--- src/rtl/core/assert_macros.svh ---
// Assertion macros used by the decoder's sequencer (dmrd_seq.sv).
`ifndef ASSERT_MACROS_SVH
`define ASSERT_MACROS_SVH

// Same-cycle implication, clocked on i_clk, held off during reset.
`define DMRD_ASSERT_IMPL(label, ante, cons, msg) \
    label: assert property (@(posedge i_clk) disable iff (!i_rst_n) (ante) |-> (cons)) \
        else $error(msg);

// Next-cycle implication, clocked on i_clk, held off during reset.
`define DMRD_ASSERT_NEXT(label, ante, cons, msg) \
    label: assert property (@(posedge i_clk) disable iff (!i_rst_n) (ante) |=> (cons)) \
        else $error(msg);

`endif

--- src/rtl/core/dmrd_pkg.sv ---
// Types and constants of the delta-modulation row decoder.
package dmrd_pkg;

    localparam int STEP_W  = 12;
    localparam int WIDTH_W = 13;
    localparam int PIX_W   = 8;
    localparam int COL_W   = 12;
    localparam int APB_AW  = 3;
    localparam int APB_DW  = 32;

    localparam logic [STEP_W-1:0]  STEP_RST  = 12'd16;
    localparam logic [WIDTH_W-1:0] WIDTH_RST = 13'd512;

    // register index codes, taken from paddr[2]
    localparam logic REG_STEP  = 1'b0;
    localparam logic REG_WIDTH = 1'b1;

    typedef struct packed {
        logic [STEP_W-1:0]  step_size;
        logic [WIDTH_W-1:0] row_width;
    } t_cfg;

    typedef enum logic [1:0] {
        S_IDLE = 2'b01,
        S_RUN  = 2'b10
    } t_state;

endpackage

--- src/rtl/core/delta_modulation_row_decoder.sv ---
// Delta-modulation row decoder top level: register file, sequencer and step unit.
//
// Input stream: one byte per beat on i_s_*. The first byte of a row is a raw
// start pixel; every later byte carries eight step bits, LSB first.
// Output stream: one pixel per beat on o_m_*; tlast marks the last pixel of
// a row, tuser the last pixel produced from an input byte.
// APB port: step_size at 0x0, row_width at 0x4; pready is tied high.
// Timing: a byte is taken in S_IDLE; the sequencer then moves to S_RUN,
// where the first pixel of the byte is registered into the output register.
// The single add-round-clamp unit produces one pixel a cycle while the
// receiver does not stall, each from the one before.
// o_s_tready is low while a byte is being worked through, so one byte is
// in flight at a time; the next byte may be taken while the last pixel
// still waits in the output register.
// When the receiver stalls, the output register holds and the sequencer
// waits with it. Reset is synchronous: registers return to step 1.0 and
// width 512, and the next byte is treated as a start pixel.
module delta_modulation_row_decoder #(
    parameter int MAX_ROW_WIDTH = 4096
) (
    input  logic                        i_clk,
    input  logic                        i_rst_n,
    input  logic                        i_s_tvalid,
    output logic                        o_s_tready,
    input  logic [7:0]                  i_s_tdata,   // [7:0] stream_byte
    output logic                        o_m_tvalid,
    input  logic                        i_m_tready,
    output logic [23:0]                 o_m_tdata,   // [7:0] pixel_value, [19:8] column
    output logic                        o_m_tlast,
    output logic                        o_m_tuser,   // [0] last_of_byte
    input  logic                        psel,
    input  logic                        penable,
    input  logic                        pwrite,
    input  logic [dmrd_pkg::APB_AW-1:0] paddr,
    input  logic [dmrd_pkg::APB_DW-1:0] pwdata,
    output logic [dmrd_pkg::APB_DW-1:0] prdata,
    output logic                        pready
);

    dmrd_pkg::t_cfg              cfg;
    logic [dmrd_pkg::PIX_W-1:0]  prev;
    logic                        up;
    logic [dmrd_pkg::PIX_W-1:0]  pix;

    dmrd_regs u_regs (
        .i_clk   (i_clk),
        .i_rst_n (i_rst_n),
        .psel    (psel),
        .penable (penable),
        .pwrite  (pwrite),
        .paddr   (paddr),
        .pwdata  (pwdata),
        .prdata  (prdata),
        .pready  (pready),
        .o_cfg   (cfg)
    );

    dmrd_step_unit u_step (
        .i_step (cfg.step_size),
        .i_prev (prev),
        .i_up   (up),
        .o_pix  (pix)
    );

    dmrd_seq #(
        .MAX_ROW_WIDTH (MAX_ROW_WIDTH)
    ) u_seq (
        .i_clk      (i_clk),
        .i_rst_n    (i_rst_n),
        .i_cfg      (cfg),
        .i_s_tvalid (i_s_tvalid),
        .o_s_tready (o_s_tready),
        .i_s_tdata  (i_s_tdata),
        .o_m_tvalid (o_m_tvalid),
        .i_m_tready (i_m_tready),
        .o_m_tdata  (o_m_tdata),
        .o_m_tlast  (o_m_tlast),
        .o_m_tuser  (o_m_tuser),
        .o_prev     (prev),
        .o_up       (up),
        .i_pix      (pix)
    );

endmodule

--- src/rtl/core/dmrd_regs.sv ---
// APB register file holding step size and row width.
module dmrd_regs (
    input  logic                              i_clk,
    input  logic                              i_rst_n,
    input  logic                              psel,
    input  logic                              penable,
    input  logic                              pwrite,
    input  logic [dmrd_pkg::APB_AW-1:0]       paddr,
    input  logic [dmrd_pkg::APB_DW-1:0]       pwdata,
    output logic [dmrd_pkg::APB_DW-1:0]       prdata,
    output logic                              pready,
    output dmrd_pkg::t_cfg                    o_cfg
);

    dmrd_pkg::t_cfg r_cfg;
    dmrd_pkg::t_cfg n_cfg;
    logic           wr_en;

    assign pready = 1'b1;
    assign wr_en  = psel && penable && pwrite;
    assign o_cfg  = r_cfg;

    always_comb begin
        n_cfg = r_cfg;
        if (wr_en) begin
            unique case (paddr[2])
                dmrd_pkg::REG_STEP:  n_cfg.step_size = pwdata[dmrd_pkg::STEP_W-1:0];
                dmrd_pkg::REG_WIDTH: n_cfg.row_width = pwdata[dmrd_pkg::WIDTH_W-1:0];
                default: ;
            endcase
        end
    end

    always_comb begin
        unique case (paddr[2])
            dmrd_pkg::REG_STEP:
                prdata = dmrd_pkg::APB_DW'(r_cfg.step_size);
            dmrd_pkg::REG_WIDTH:
                prdata = dmrd_pkg::APB_DW'(r_cfg.row_width);
            default:
                prdata = '0;
        endcase
    end

    always_ff @(posedge i_clk) begin
        if (!i_rst_n) begin
            r_cfg.step_size <= dmrd_pkg::STEP_RST;
            r_cfg.row_width <= dmrd_pkg::WIDTH_RST;
        end else begin
            r_cfg <= n_cfg;
        end
    end

endmodule

--- src/rtl/core/dmrd_step_unit.sv ---
// Shared add, round half up and clamp unit for one delta step.
module dmrd_step_unit (
    input  logic [dmrd_pkg::STEP_W-1:0] i_step,
    input  logic [dmrd_pkg::PIX_W-1:0]  i_prev,
    input  logic                        i_up,
    output logic [dmrd_pkg::PIX_W-1:0]  o_pix
);

    logic [dmrd_pkg::STEP_W-1:0] base;
    logic [dmrd_pkg::STEP_W:0]   up_sum;
    logic [dmrd_pkg::STEP_W:0]   dn_sum;

    always_comb begin
        base   = {i_prev, 4'h0};
        up_sum = {1'b0, base} + {1'b0, i_step} + 13'd8;
        dn_sum = {1'b0, base} - {1'b0, i_step} + 13'd8;
        if (i_up) begin
            o_pix = up_sum[dmrd_pkg::STEP_W] ? 8'hFF : up_sum[11:4];
        end else if (i_step > base) begin
            o_pix = '0;
        end else begin
            o_pix = dn_sum[11:4];
        end
    end

endmodule

--- src/rtl/core/dmrd_seq.sv ---
// Bit sequencer: walks the step bits of one beat, or passes a start pixel through, and drives the output register.
`include "assert_macros.svh"

module dmrd_seq #(
    parameter int MAX_ROW_WIDTH = 4096
) (
    input  logic                        i_clk,
    input  logic                        i_rst_n,
    input  dmrd_pkg::t_cfg              i_cfg,
    input  logic                        i_s_tvalid,
    output logic                        o_s_tready,
    input  logic [7:0]                  i_s_tdata,
    output logic                        o_m_tvalid,
    input  logic                        i_m_tready,
    output logic [23:0]                 o_m_tdata,
    output logic                        o_m_tlast,
    output logic                        o_m_tuser,
    output logic [dmrd_pkg::PIX_W-1:0]  o_prev,
    output logic                        o_up,
    input  logic [dmrd_pkg::PIX_W-1:0]  i_pix
);

    localparam int CW = (MAX_ROW_WIDTH > 2) ? $clog2(MAX_ROW_WIDTH) : 1;
    localparam int EW = CW + 1;
    localparam int XW = (EW > dmrd_pkg::WIDTH_W) ? EW : dmrd_pkg::WIDTH_W;

    dmrd_pkg::t_state            r_state, n_state;
    logic [7:0]                  r_byte, n_byte;
    logic [2:0]                  r_bit, n_bit;
    logic                        r_start, n_start;
    logic                        r_expect, n_expect;
    logic [dmrd_pkg::PIX_W-1:0]  r_prev, n_prev;
    logic [CW-1:0]               r_col, n_col;
    logic                        r_out_valid, n_out_valid;
    logic [dmrd_pkg::PIX_W-1:0]  r_out_pix, n_out_pix;
    logic [dmrd_pkg::COL_W-1:0]  r_out_col, n_out_col;
    logic                        r_out_done, n_out_done;
    logic                        r_out_last, n_out_last;

    logic [XW-1:0] width_x;
    logic [XW-1:0] eff_width;
    logic [XW-1:0] col_x;
    logic          done;
    logic          slot_free;
    logic          emit;
    logic          accept;

    assign o_s_tready = (r_state == dmrd_pkg::S_IDLE);
    assign accept     = i_s_tvalid && o_s_tready;
    assign slot_free  = !r_out_valid || i_m_tready;
    assign emit       = (r_state == dmrd_pkg::S_RUN) && slot_free;

    assign o_prev = r_prev;
    assign o_up   = r_byte[r_bit];

    assign o_m_tvalid = r_out_valid;
    assign o_m_tdata  = {4'h0, r_out_col, r_out_pix};
    assign o_m_tlast  = r_out_done;
    assign o_m_tuser  = r_out_last;

    // effective width clamped to 2..MAX_ROW_WIDTH
    always_comb begin
        width_x = XW'(i_cfg.row_width);
        col_x   = XW'(r_col);
        if (width_x < XW'(2)) begin
            eff_width = XW'(2);
        end else if (width_x > XW'(MAX_ROW_WIDTH)) begin
            eff_width = XW'(MAX_ROW_WIDTH);
        end else begin
            eff_width = width_x;
        end
        done = (col_x + XW'(1)) >= eff_width;
    end

    always_comb begin
        n_state     = r_state;
        n_byte      = r_byte;
        n_bit       = r_bit;
        n_start     = r_start;
        n_expect    = r_expect;
        n_prev      = r_prev;
        n_col       = r_col;
        n_out_valid = r_out_valid && !i_m_tready;
        n_out_pix   = r_out_pix;
        n_out_col   = r_out_col;
        n_out_done  = r_out_done;
        n_out_last  = r_out_last;

        unique case (r_state)
            dmrd_pkg::S_IDLE: begin
                if (accept) begin
                    n_byte  = i_s_tdata;
                    n_bit   = '0;
                    n_start = r_expect;
                    n_state = dmrd_pkg::S_RUN;
                end
            end
            dmrd_pkg::S_RUN: begin
                if (emit) begin
                    n_out_valid = 1'b1;
                    if (r_start) begin
                        n_out_pix  = r_byte;
                        n_out_col  = '0;
                        n_out_done = 1'b0;
                        n_out_last = 1'b1;
                        n_prev     = r_byte;
                        n_col      = CW'(1);
                        n_expect   = 1'b0;
                        n_state    = dmrd_pkg::S_IDLE;
                    end else begin
                        n_out_pix  = i_pix;
                        n_out_col  = col_x[dmrd_pkg::COL_W-1:0];
                        n_out_done = done;
                        n_out_last = done || (r_bit == 3'd7);
                        n_prev     = i_pix;
                        n_bit      = r_bit + 3'd1;
                        if (done) begin
                            n_col    = '0;
                            n_expect = 1'b1;
                        end else begin
                            n_col = r_col + CW'(1);
                        end
                        if (done || (r_bit == 3'd7)) begin
                            n_state = dmrd_pkg::S_IDLE;
                        end
                    end
                end
            end
            default: n_state = dmrd_pkg::S_IDLE;
        endcase
    end

    always_ff @(posedge i_clk) begin
        if (!i_rst_n) begin
            r_state     <= dmrd_pkg::S_IDLE;
            r_bit       <= '0;
            r_start     <= 1'b0;
            r_expect    <= 1'b1;
            r_prev      <= '0;
            r_col       <= '0;
            r_out_valid <= 1'b0;
        end else begin
            r_state     <= n_state;
            r_bit       <= n_bit;
            r_start     <= n_start;
            r_expect    <= n_expect;
            r_prev      <= n_prev;
            r_col       <= n_col;
            r_out_valid <= n_out_valid;
        end
    end

    always_ff @(posedge i_clk) begin
        r_byte     <= n_byte;
        r_out_pix  <= n_out_pix;
        r_out_col  <= n_out_col;
        r_out_done <= n_out_done;
        r_out_last <= n_out_last;
    end

    `DMRD_ASSERT_IMPL(a_row_end_closes_beat, o_m_tvalid && o_m_tlast, o_m_tuser,
        "row end on a pixel that is not the last of its beat")
    `DMRD_ASSERT_IMPL(a_mid_beat_busy, o_m_tvalid && !o_m_tuser, !o_s_tready,
        "new beat taken while the current one still has pixels")
    `DMRD_ASSERT_NEXT(a_accept_runs, i_s_tvalid && o_s_tready, r_state == dmrd_pkg::S_RUN,
        "accepted beat did not start the sequencer")

endmodule

--- config.mk ---
export PLATFORM = sky130hd
export DESIGN_NAME = delta_modulation_row_decoder
export DESIGN_NICKNAME = d
export VERILOG_FILES = /design/src/rtl/core/dmrd_pkg.sv /design/src/rtl/core/delta_modulation_row_decoder.sv /design/src/rtl/core/dmrd_regs.sv /design/src/rtl/core/dmrd_step_unit.sv /design/src/rtl/core/dmrd_seq.sv
export VERILOG_INCLUDE_DIRS = /design/src /design/src/rtl/core
export SDC_FILE = /design/constraint.sdc
export NUM_CORES = 1
export LEC_CHECK = 0
export BUFFER_PORTS_ARGS = -buffer_cell sky130_fd_sc_hd__buf_2
export CAP_MARGIN = 0
export CORE_MARGIN = 2
export CORE_UTILIZATION = 60
export CTS_CLUSTER_DIAMETER = 150
export DETAILED_ROUTE_END_ITERATION = 16
export GPL_TIMING_DRIVEN = 0
export PLACE_DENSITY = 0.9
export SYNTH_ARGS = -nofsm -noshare
export SYNTH_HDL_FRONTEND = slang
export SYNTH_SLANG_ARGS = --single-unit
--- constraint.sdc ---
create_clock -name i_clk -period 5.97 [get_ports i_clk]
set_input_delay 0.597 -clock i_clk [delete_from_list [all_inputs] [get_ports i_clk]]
set_output_delay 0.597 -clock i_clk [all_outputs]
set_load 0.02 [all_outputs]
**Yosys cells after proc, flatten, opt, wreduce, memory -nomap -nowiden**

Index checks and enable logic that the tools add are counted.
W data, S select, Z words.

- Add/subtract/negate cells: 7
- Multipliers: 0
- Divide/modulo/power cells: 0
- Magnitude comparators: 5
- Equal/unequal tests: 7
- Shift operators: 0
- Mux-type cells: 24
- Bitwise gates (word level): 1
- Reductions and logical operators: 18

Operators with widths:

| cell | count |
|---|---|
| $pmux W32 S2 | 1 |
| $mux W8 | 4 |
| $mux W13 | 2 |
| $mux W12 | 2 |
| $add A12 B1 Y13 const B | 1 |
| $add A12 B12 Y13 | 1 |
| $add A13 B4 Y13 const B | 1 |
| $ge A13 B13 Y1 | 1 |
| $gt A13 B13 Y1 const B | 1 |
| $lt A13 B2 Y1 const B | 1 |
| $add A12 B1 Y12 const B | 1 |
| $add A12 B4 Y12 const B | 1 |
| $gt A12 B12 Y1 | 1 |
| $sub A12 B12 Y12 | 1 |
| $mux W3 | 3 |
| $mux W2 | 4 |
| $reduce_and A2 Y1 | 4 |
| $pmux W3 S2 | 1 |
| $reduce_and A3 Y1 | 2 |
| $logic_and A1 B1 Y1 | 5 |
| $mux W1 | 5 |
| $lt A3 B4 Y1 const B | 1 |
| $ne A2 B2 Y1 const B | 2 |
| $pmux W2 S2 | 1 |
| other kinds (12) | 15 |

- Flip-flop bits (word level): 83
- Latch bits: 0
- RAM bits: 0
- Bits in read-only memories: 0
- Input port bits: 50
- Output and inout bits: 61
- Logic and storage cells: 76
- Memories kept: 0

**Longest topological paths before layout**

Gate-level depths: netlist of run 1.

- Word-level depth: 9
- Gate-level depth with buffers: 14

**Hierarchy**

Synthesis of run 1 repeated with hierarchy kept, for this count alone.

- Cells, all modules: 581
- Area, all modules: 5490.3 um2

By module, submodules not included:

| module | times used | cells each | area an instance (um2) | sequential area each (um2) |
|---|---|---|---|---|
| dmrd_seq | 1 | 296 | 3050.4 | 1461.4 |
| dmrd_regs | 1 | 137 | 1315.0 | 500.5 |
| dmrd_step_unit | 1 | 148 | 1124.8 | 0.0 |

**Worst setup path before layout of run 1**

Ideal clock, no wire load.

- Path type: register to register
- Start point: reg u_seq.r_col[0]
- End point: reg u_seq.r_col[4]
- Setup time: 0.071 ns
- Data arrival time: 3.047 ns
- Path slack: 2.852 ns
- Cell stages (with the launch flop): 15
- Buffers on the path: 1
- Path through: dfxtp_1 ha_1 nand3_1 nor2_1 and3_1 and3_1 xor2_1 ha_1 a21o_1 a21o_1 a21oi_1 and2_1 buf_1 nand4_1 a21oi_1

- Longest elaborated chain between the ends: 4
- Elaborated cells on any way between the ends: 5

Ends and longest elaborated chain:

| what | line | text |
|---|---|---|
| start: declaration | dmrd_seq.sv:33 | `logic [CW-1:0] r_col, n_col;` |
| start signal: assignment | dmrd_seq.sv:148 | `r_col <= n_col;` |
| $add A12 B1 Y13 | dmrd_seq.sv:72 | `done = (col_x + XW'(1)) >= eff_width;` |
| $ge A13 B13 Y1 | dmrd_seq.sv:72 |  |
| $mux W12 (*) | dmrd_seq.sv:117 | `if (done) begin` |
| $mux W12 (*) | dmrd_seq.sv:101 | `if (r_start) begin` |

Mark *: on every way between the ends. The rest lies on a longest branch, timed or not.
A chain may end at the register's enable or synchronous reset.

**Worst setup path after layout of run 1**

- Start point: reg u_seq.r_col[3]
- End point: reg u_seq.r_col[5]

Same word-level chain as after synthesis.

==> impl_metrics.csv, run 1 <==
group,metric,value,unit
run_status,status,"finished clean",
hold_path,hold_start,"i_s_tdata[5]",
timing,setup_viol,0,
layout,fin_area,6157,um^2
global_route,antenna_found_initial,0,
drt,via_count,5108,
power,netSwitchingFraction,30.12,%
power,p_leak,2.626,nW
setup_path,worstPathMaxFanout,10,
clock_tree,hold_buffers,0,
clock_tree,post_cts_buffers,0,
timing,slew_headroom,46.14,%
clock_tree,cts_buffers,9,
power,power.density,206.0,nW/um^2
global_route,overflow,0,
synthesis,ys_seq_elements,83,
layout,drive_gt1_share,18.88,%
synthesis,ys_seq_area_share,36.24,%
power,p_switching,0.0003821,W
power,power_frac_comb,18.2,%
synthesis,ys.flop_type,"dfxtp_1",
floorplan,pin_count,111,
synthesis,synth_commonest_cells,"99 x nand2_1, 53 x dfxtp_1, 51 x a21oi_1, 38 x ha_1",
setup_path,critPathArrivalTime,4.20,ns
clock_tree,post_cts_resized,0,
layout,diodes,0,
layout,finalCoreUtilization,70.60,%
clock_tree,cts_tree,"done",
setup_path,path_class,"reg -> reg",
clock_tree,clockBufferDepth,2,
synthesis,synth_most_common_cell,"nand2_1",
timing,fin_skew,0.01123,ns
drt,drtPass1Iterations,6,
setup_path,cp-start-kind,"register",
setup_path,r2r_start,"u_seq.r_col[3]",
placed_design,hpwl,11150,um
layout,area_growth,13.73,%
power,cell_internal_pwr,0.0008864,W
synthesis,synth_area_per_cell,8.621,um^2
flow_run,drv_cap,0,
clock_tree,htree_levels,3,
synthesis,synth_top_area_share,19.60,%
power,clkPwrFrac,33.2,%
floorplan,die_y,98.99,um
global_route,grt_max_degree,32,
timing,final_max_slew_viol_count,0,
layout,nets,816,
timing,tightest_slew,0.8079,ns
drt,routed_via_density,6.088,
drt,ant_nets,0,
drt,drt-initial-drc-count,391,
clock_tree,cts.sinks,83,
synthesis,postSynth.asyncResetShare,0,%
hold_path,hold_path_class,"in -> reg",
synthesis,netlist_instances,628,
setup_path,cp-startpoint,"u_seq.r_col[3]",
synthesis,yosysTopAreaCell,"dfxtp_1",
drt,drc,0,
drt,wire_per_inst,17.70,um
clock_tree,clk_pin_slew,0.09,ns
global_route,grt_pass1_wl,24410,um
timing,hold_viol,0,
clock_tree,clock_latency,0.37,ns
timing,finalCriticalPeriod,3.914,ns
power,peakVddDrop,0.1246,mV
synthesis,synthesis.area,5414,um^2
setup_path,required,6.26,ns
setup_path,cp-end-kind,"register",
synthesis,synth_area_leaders,"dfxtp_1 20%, edfxtp_1 17%, ha_1 8.8%",
floorplan,die-area,9799,um^2
power,finalPower,0.001269,W
floorplan,num_rows,34,
placed_design,place_congestion,0.9589,
timing,rsz0062_at_grt,"false",
synthesis,synth_edf_count,30,
floorplan,start_util,62.08,%
timing,fmax,255.5,MHz
synthesis,yosys_warnings,0,
placed_design,dpl_cell_area,5958,um^2
floorplan,core,8721,um^2
timing,period_share,65.57,%
clock_tree,cts_root_buf,"clkbuf_8",
floorplan,dieWidth,98.99,um
drt,wirelength,14850,um
placed_design,port_buffers,65,
timing,tns,0,ns
global_route,grt_pass1_vias,5002,
synthesis,ys_types,71,
power,p_seq_share,48.6,%
global_route,grtUsageTotal,31.15,%
==> state kept, by name, indices dropped and copies added, names as in the netlist <==
register          count
u_seq.r_state         2
u_seq.r_expect        1
u_seq.r_byte          8
u_regs.o_cfg         25
u_seq.o_m_tuser       1
u_seq.o_m_tlast       1
u_seq.r_col          12
u_seq.r_out_pix       8
u_seq.o_prev          8
u_seq.r_bit           3
u_seq.r_out_col      12
u_seq.o_m_tvalid      1
u_seq.r_start         1
==> metrics by stage <==
| step | hold WS, ns | worst slack (ns) | instances |
|---|---|---|---|
| detailed placement | 0.4582 | 2.240 | 823 |
| CTS | 0.4026 | 2.197 | 839 |
| global route | 0.3906 | 1.716 | 839 |
| floorplan | 0.4321 | 2.852 | 650 |
| global placement | 0.4570 | 2.282 | 823 |
| finish | 0.4019 | 2.056 | 839 |
==> worst paths after layout <==
check        slack (ns)         endpoint  cells past startpoint
max                2.06   u_seq.r_col[5]                     14
min                0.40  u_seq.r_byte[5]                      1
max reg2reg        2.06   u_seq.r_col[5]                     14
min reg2reg        0.46    u_seq.r_start                      2
==> area by class of cell <==
type,count,area [um^2]
flip-flops and latches,83,1962
plain buffers,55,337.8
inverters,32,120.1
clock inverters,7,75.07
clock buffers,9,123.9
repair buffers,65,325.3
multi-input cells,480,3078
well taps,108,135.1
fillers,714,2564
==> cells by family (layout without fill, tap and decap cells) <==
logic type | count (synthesis) | in the layout | synth area share, %
adders and majority gates | 40 | 40 | 9.522
other | 2 | 24 | 0.1387
DFF | 83 | 83 | 36.24
muxes | 13 | 13 | 3.028
AOI/OAI and AO/OA | 144 | 144 | 17.80
xor gates and xnor gates | 19 | 19 | 3.074
and+or+nand+nor | 240 | 240 | 21.77
buffers and inverters | 87 | 168 | 8.435
==> per-layer routing <==
metal | up-vias | track usage (%) | wire, um
li1 | 2385 | - | -
met2 | 315 | 50.16 | 6930
met1 | 2369 | 41.67 | 6104
met4 | 0 | 9.800 | 324
met5 | - | 0 | 0
met3 | 39 | 7.376 | 1490
==> cell usage in the layout, fill, tap and decap left out, drive strengths merged, types with 4 or more instances in the layout <==
cell type and instances:
a21o 6, a21oi 52, a31oi 4, and3 7, buf 98, clkbuf 31, clkinv 5, conb 24
dfxtp 53, edfxtp 30, ha 38, inv 32, mux2 7, mux2i 4, nand2 100, nand2b 11
nand3 26, nand3b 5, nand4 10, nor2 30, nor2b 18, nor3 11, nor4 5, o211ai 13
o21ai 20, o311ai 5, o31ai 4, or2 4, or3 4, xnor2 10, xor2 9
==> power by group through the flow <==
stage	clock, W	sequential [W]	combinational (W)
floorplan	0	0.000629	0.000160
global placement	0	0.000629	0.000217
detailed placement	0	0.000629	0.000224
CTS	0.000418	0.000616	0.000225
global route	0.000443	0.000618	0.000250
finish	0.000421	0.000617	0.000231
==> critical path, cell delays in order (launching register included) <==
cell      delay, ns
dfxtp_1        0.31
clkbuf_1       0.30
nand3_1        0.19
nor2_1         0.28
and3_1         0.28
and3_1         0.28
xor2_1         0.17
ha_1           0.26
a21o_1         0.18
a21o_1         0.17
a21oi_1        0.36
and2_1         0.27
buf_1          0.41
nand4_1        0.17
a21oi_1        0.19
Note: power is estimated with default switching activity, not from simulation.
==> inputs of run 2 (changes only) <==
Settings changed: CORE_UTILIZATION 60 to 50, PLACE_DENSITY 0.9 to 0.81.
Clock period 5.97 ns to 3.31 ns, I/O delays scaled along.
==> run 2 against run 1 <==
  * Maximum frequency rose by 25%
  * First-iteration DRC count fell by 9.2%
  * Sequential share of layout area decreased by 0.46 points
  * Hold slack got worse by 0.28 ns
  * Sequential power increased by 80%
  * Flip-flop and latch count is the same
  * Power rose by 81%
  * Worst setup slack lost 1.9 ns
  * Critical path depth unchanged
  * Count of clock-buffer cells in the layout up 2
  * Final area rose by 1.6%
  * Non-clock buffer count stayed put
==> impl_metrics.csv, run 2 (synthesis results as in run 1) <==
group,metric,value,unit
placed_design,dpl_cell_area,5993,um^2
setup_path,worstPathMaxFanout,10,
power,peakVddDrop,0.2812,mV
global_route,grt_pass1_wl,23470,um
power,p_leak,2.659,nW
power,cell_internal_pwr,0.001618,W
setup_path,r2r_cells,14,
drt,via_count,5047,
power,p_seq_share,48.6,%
setup_path,reg2reg_to,"u_seq.r_col[4]",
floorplan,die-area,11680,um^2
drt,drt-initial-drc-count,355,
floorplan,dieWidth,108.1,um
global_route,grt_max_degree,32,
layout,drive_gt1_share,20.93,%
clock_tree,cts.sinks,83,
drt,wirelength,14830,um
drt,ant_nets,0,
timing,final_max_slew_viol_count,0,
timing,period_share,94.44,%
placed_design,place_congestion,1.019,
clock_tree,clock_latency,0.37,ns
clock_tree,cts_buffers,9,
clock_tree,cts_root_buf,"clkbuf_8",
power,netSwitchingFraction,29.41,%
layout,largest_reg_flops,25,
floorplan,die_y,108.1,um
global_route,grtUsageTotal,25.95,%
hold_path,hold_path_class,"in -> reg",
clock_tree,clk_pin_slew,0.09,ns
setup_path,cp-endpoint,"u_seq.r_col[4]",
setup_path,cp-end-kind,"register",
clock_tree,clockBufferDepth,2,
global_route,grt_pass1_vias,4645,
drt,wire_per_inst,17.11,um
power,p_switching,0.0006743,W
timing,fin_skew,0.01067,ns
placed_design,port_buffers,65,
global_route,antenna_found_initial,0,
global_route,overflow,0,
power,power_frac_comb,18.3,%
drt,drc,0,
power,finalPower,0.002293,W
placed_design,hpwl,11300,um
layout,diodes,0,
drt,routed_via_density,5.821,
run_status,status,"finished clean",
layout,fin_area,6256,um^2
timing,slew_headroom,49.67,%
timing,tightest_slew,0.7550,ns
timing,finalCriticalPeriod,3.126,ns
floorplan,num_rows,37,
setup_path,cp-start-kind,"register",
setup_path,path_class,"reg -> reg",
layout,layout_common_cells,"99 x nand2_1, 69 x buf_2, 51 x dfxtp_1, 50 x a21oi_1, 37 x ha_1",
setup_path,cp-startpoint,"u_seq.r_col[0]",
clock_tree,htree_levels,3,
setup_path,critPathArrivalTime,3.42,ns
timing,setup_viol,0,
setup_path,r2r_start,"u_seq.r_col[0]",
drt,drtPass1Iterations,5,
timing,hold_viol,0,
power,clkPwrFrac,33.2,%
layout,nets,816,
layout,area_growth,15.55,%
floorplan,start_util,51.98,%
layout,fillCellCount,920,
timing,fmax,319.9,MHz
clock_tree,cts_tree,"done",
setup_path,r2r_slack,0.18,ns
floorplan,pin_count,111,
clock_tree,hold_buffers,0,
power,power.density,366.5,nW/um^2
floorplan,core,10420,um^2
flow_run,drv_cap,0,
setup_path,required,3.61,ns
timing,tns,0,ns
layout,final_common_cell,"nand2_1",
==> run 2: cell count changes in the layout (fill, tap and decap cells not counted), sizes merged <==
cell and change:
buf +2, clkinv +1, clkinvlp -1, inv -2
==> run 2: stage by stage <==
stage          worst slack [ns]  utilization (%)  hold slack (ns)  std cells
5_1_grt                -0.01611            60.06           0.1137        867
4_1_cts                 0.01633            59.62           0.1150        867
2_1_floorplan            0.1919                -           0.4299        650
6_report                 0.1841            60.06           0.1247        867
3_5_place_dp            -0.4188            57.54           0.4576        851
3_3_place_gp            -0.3747            57.53           0.4544        851
==> run 2: cell type report <==
type	count	area, um^2	area share, %
tap	136	170.2	2.720
buffer	54	339.1	5.420
timing repair buffer	66	332.8	5.320
clock buffer	11	141.4	2.260
clock inverter	5	60.06	0.9600
sequential	83	1964	31.40
inverter	32	120.1	1.920
multi-input combinational	480	3128	50.00
==> run 2: how the worst min path moves through the flow <==
| stage | startpoint | to | slack (ns) | depth (start not counted) |
|---|---|---|---|---|
| after floorplan | i_s_tdata[0] | u_seq.r_byte[0] | 0.43 | 0 |
| after global placement | u_seq.r_expect | u_seq.r_start | 0.45 | 2 |
| after detailed placement | u_seq.r_expect | u_seq.r_start | 0.46 | 2 |
| after CTS | i_s_tdata[4] | u_seq.r_byte[4] | 0.11 | 1 |
| after global routing | i_s_tdata[6] | u_seq.r_byte[6] | 0.11 | 1 |
| final | i_s_tdata[2] | u_seq.r_byte[2] | 0.12 | 1 |
==> run 2: worst max-delay path, stage by stage (launching register included) <==
cell and delay, ns:
dfxtp_2 0.38, ha_2 0.22, nand3_1 0.13, nor2_2 0.15, and3_2 0.25, and3_2 0.26
xor2_2 0.17, ha_1 0.26, a21o_1 0.19, a21o_1 0.20, a21oi_4 0.18, and2_4 0.19
buf_4 0.17, nand4_1 0.11, a21oi_1 0.19
==> run 2: routing by layer <==
layer	up-vias	global-route usage, %	share of wire (%)
li1	2382	-	-
met1	2330	35.15	42
met2	307	41.46	46
met3	28	5.967	9.8
met4	0	7.784	2.0
met5	-	0	0
==> run 2: power groups by stage <==
stage | clock, W | sequential (W) | combinational, W
6_report | 0.000760 | 0.00111 | 0.000419
5_1_grt | 0.000805 | 0.00112 | 0.000451
4_1_cts | 0.000763 | 0.00111 | 0.000408
3_5_place_dp | 0 | 0.00114 | 0.000405
3_3_place_gp | 0 | 0.00113 | 0.000397
2_1_floorplan | 0 | 0.00113 | 0.000288
==> run 2: what timing repair did <==
| item | in CTS | in global routing |
|---|---|---|
| pin swaps | 1 | 1 |
| gates resized for setup | 6 | 15 |
| buffers inserted | 1 | 0 |
| setup endpoints to repair | 15 | 17 |
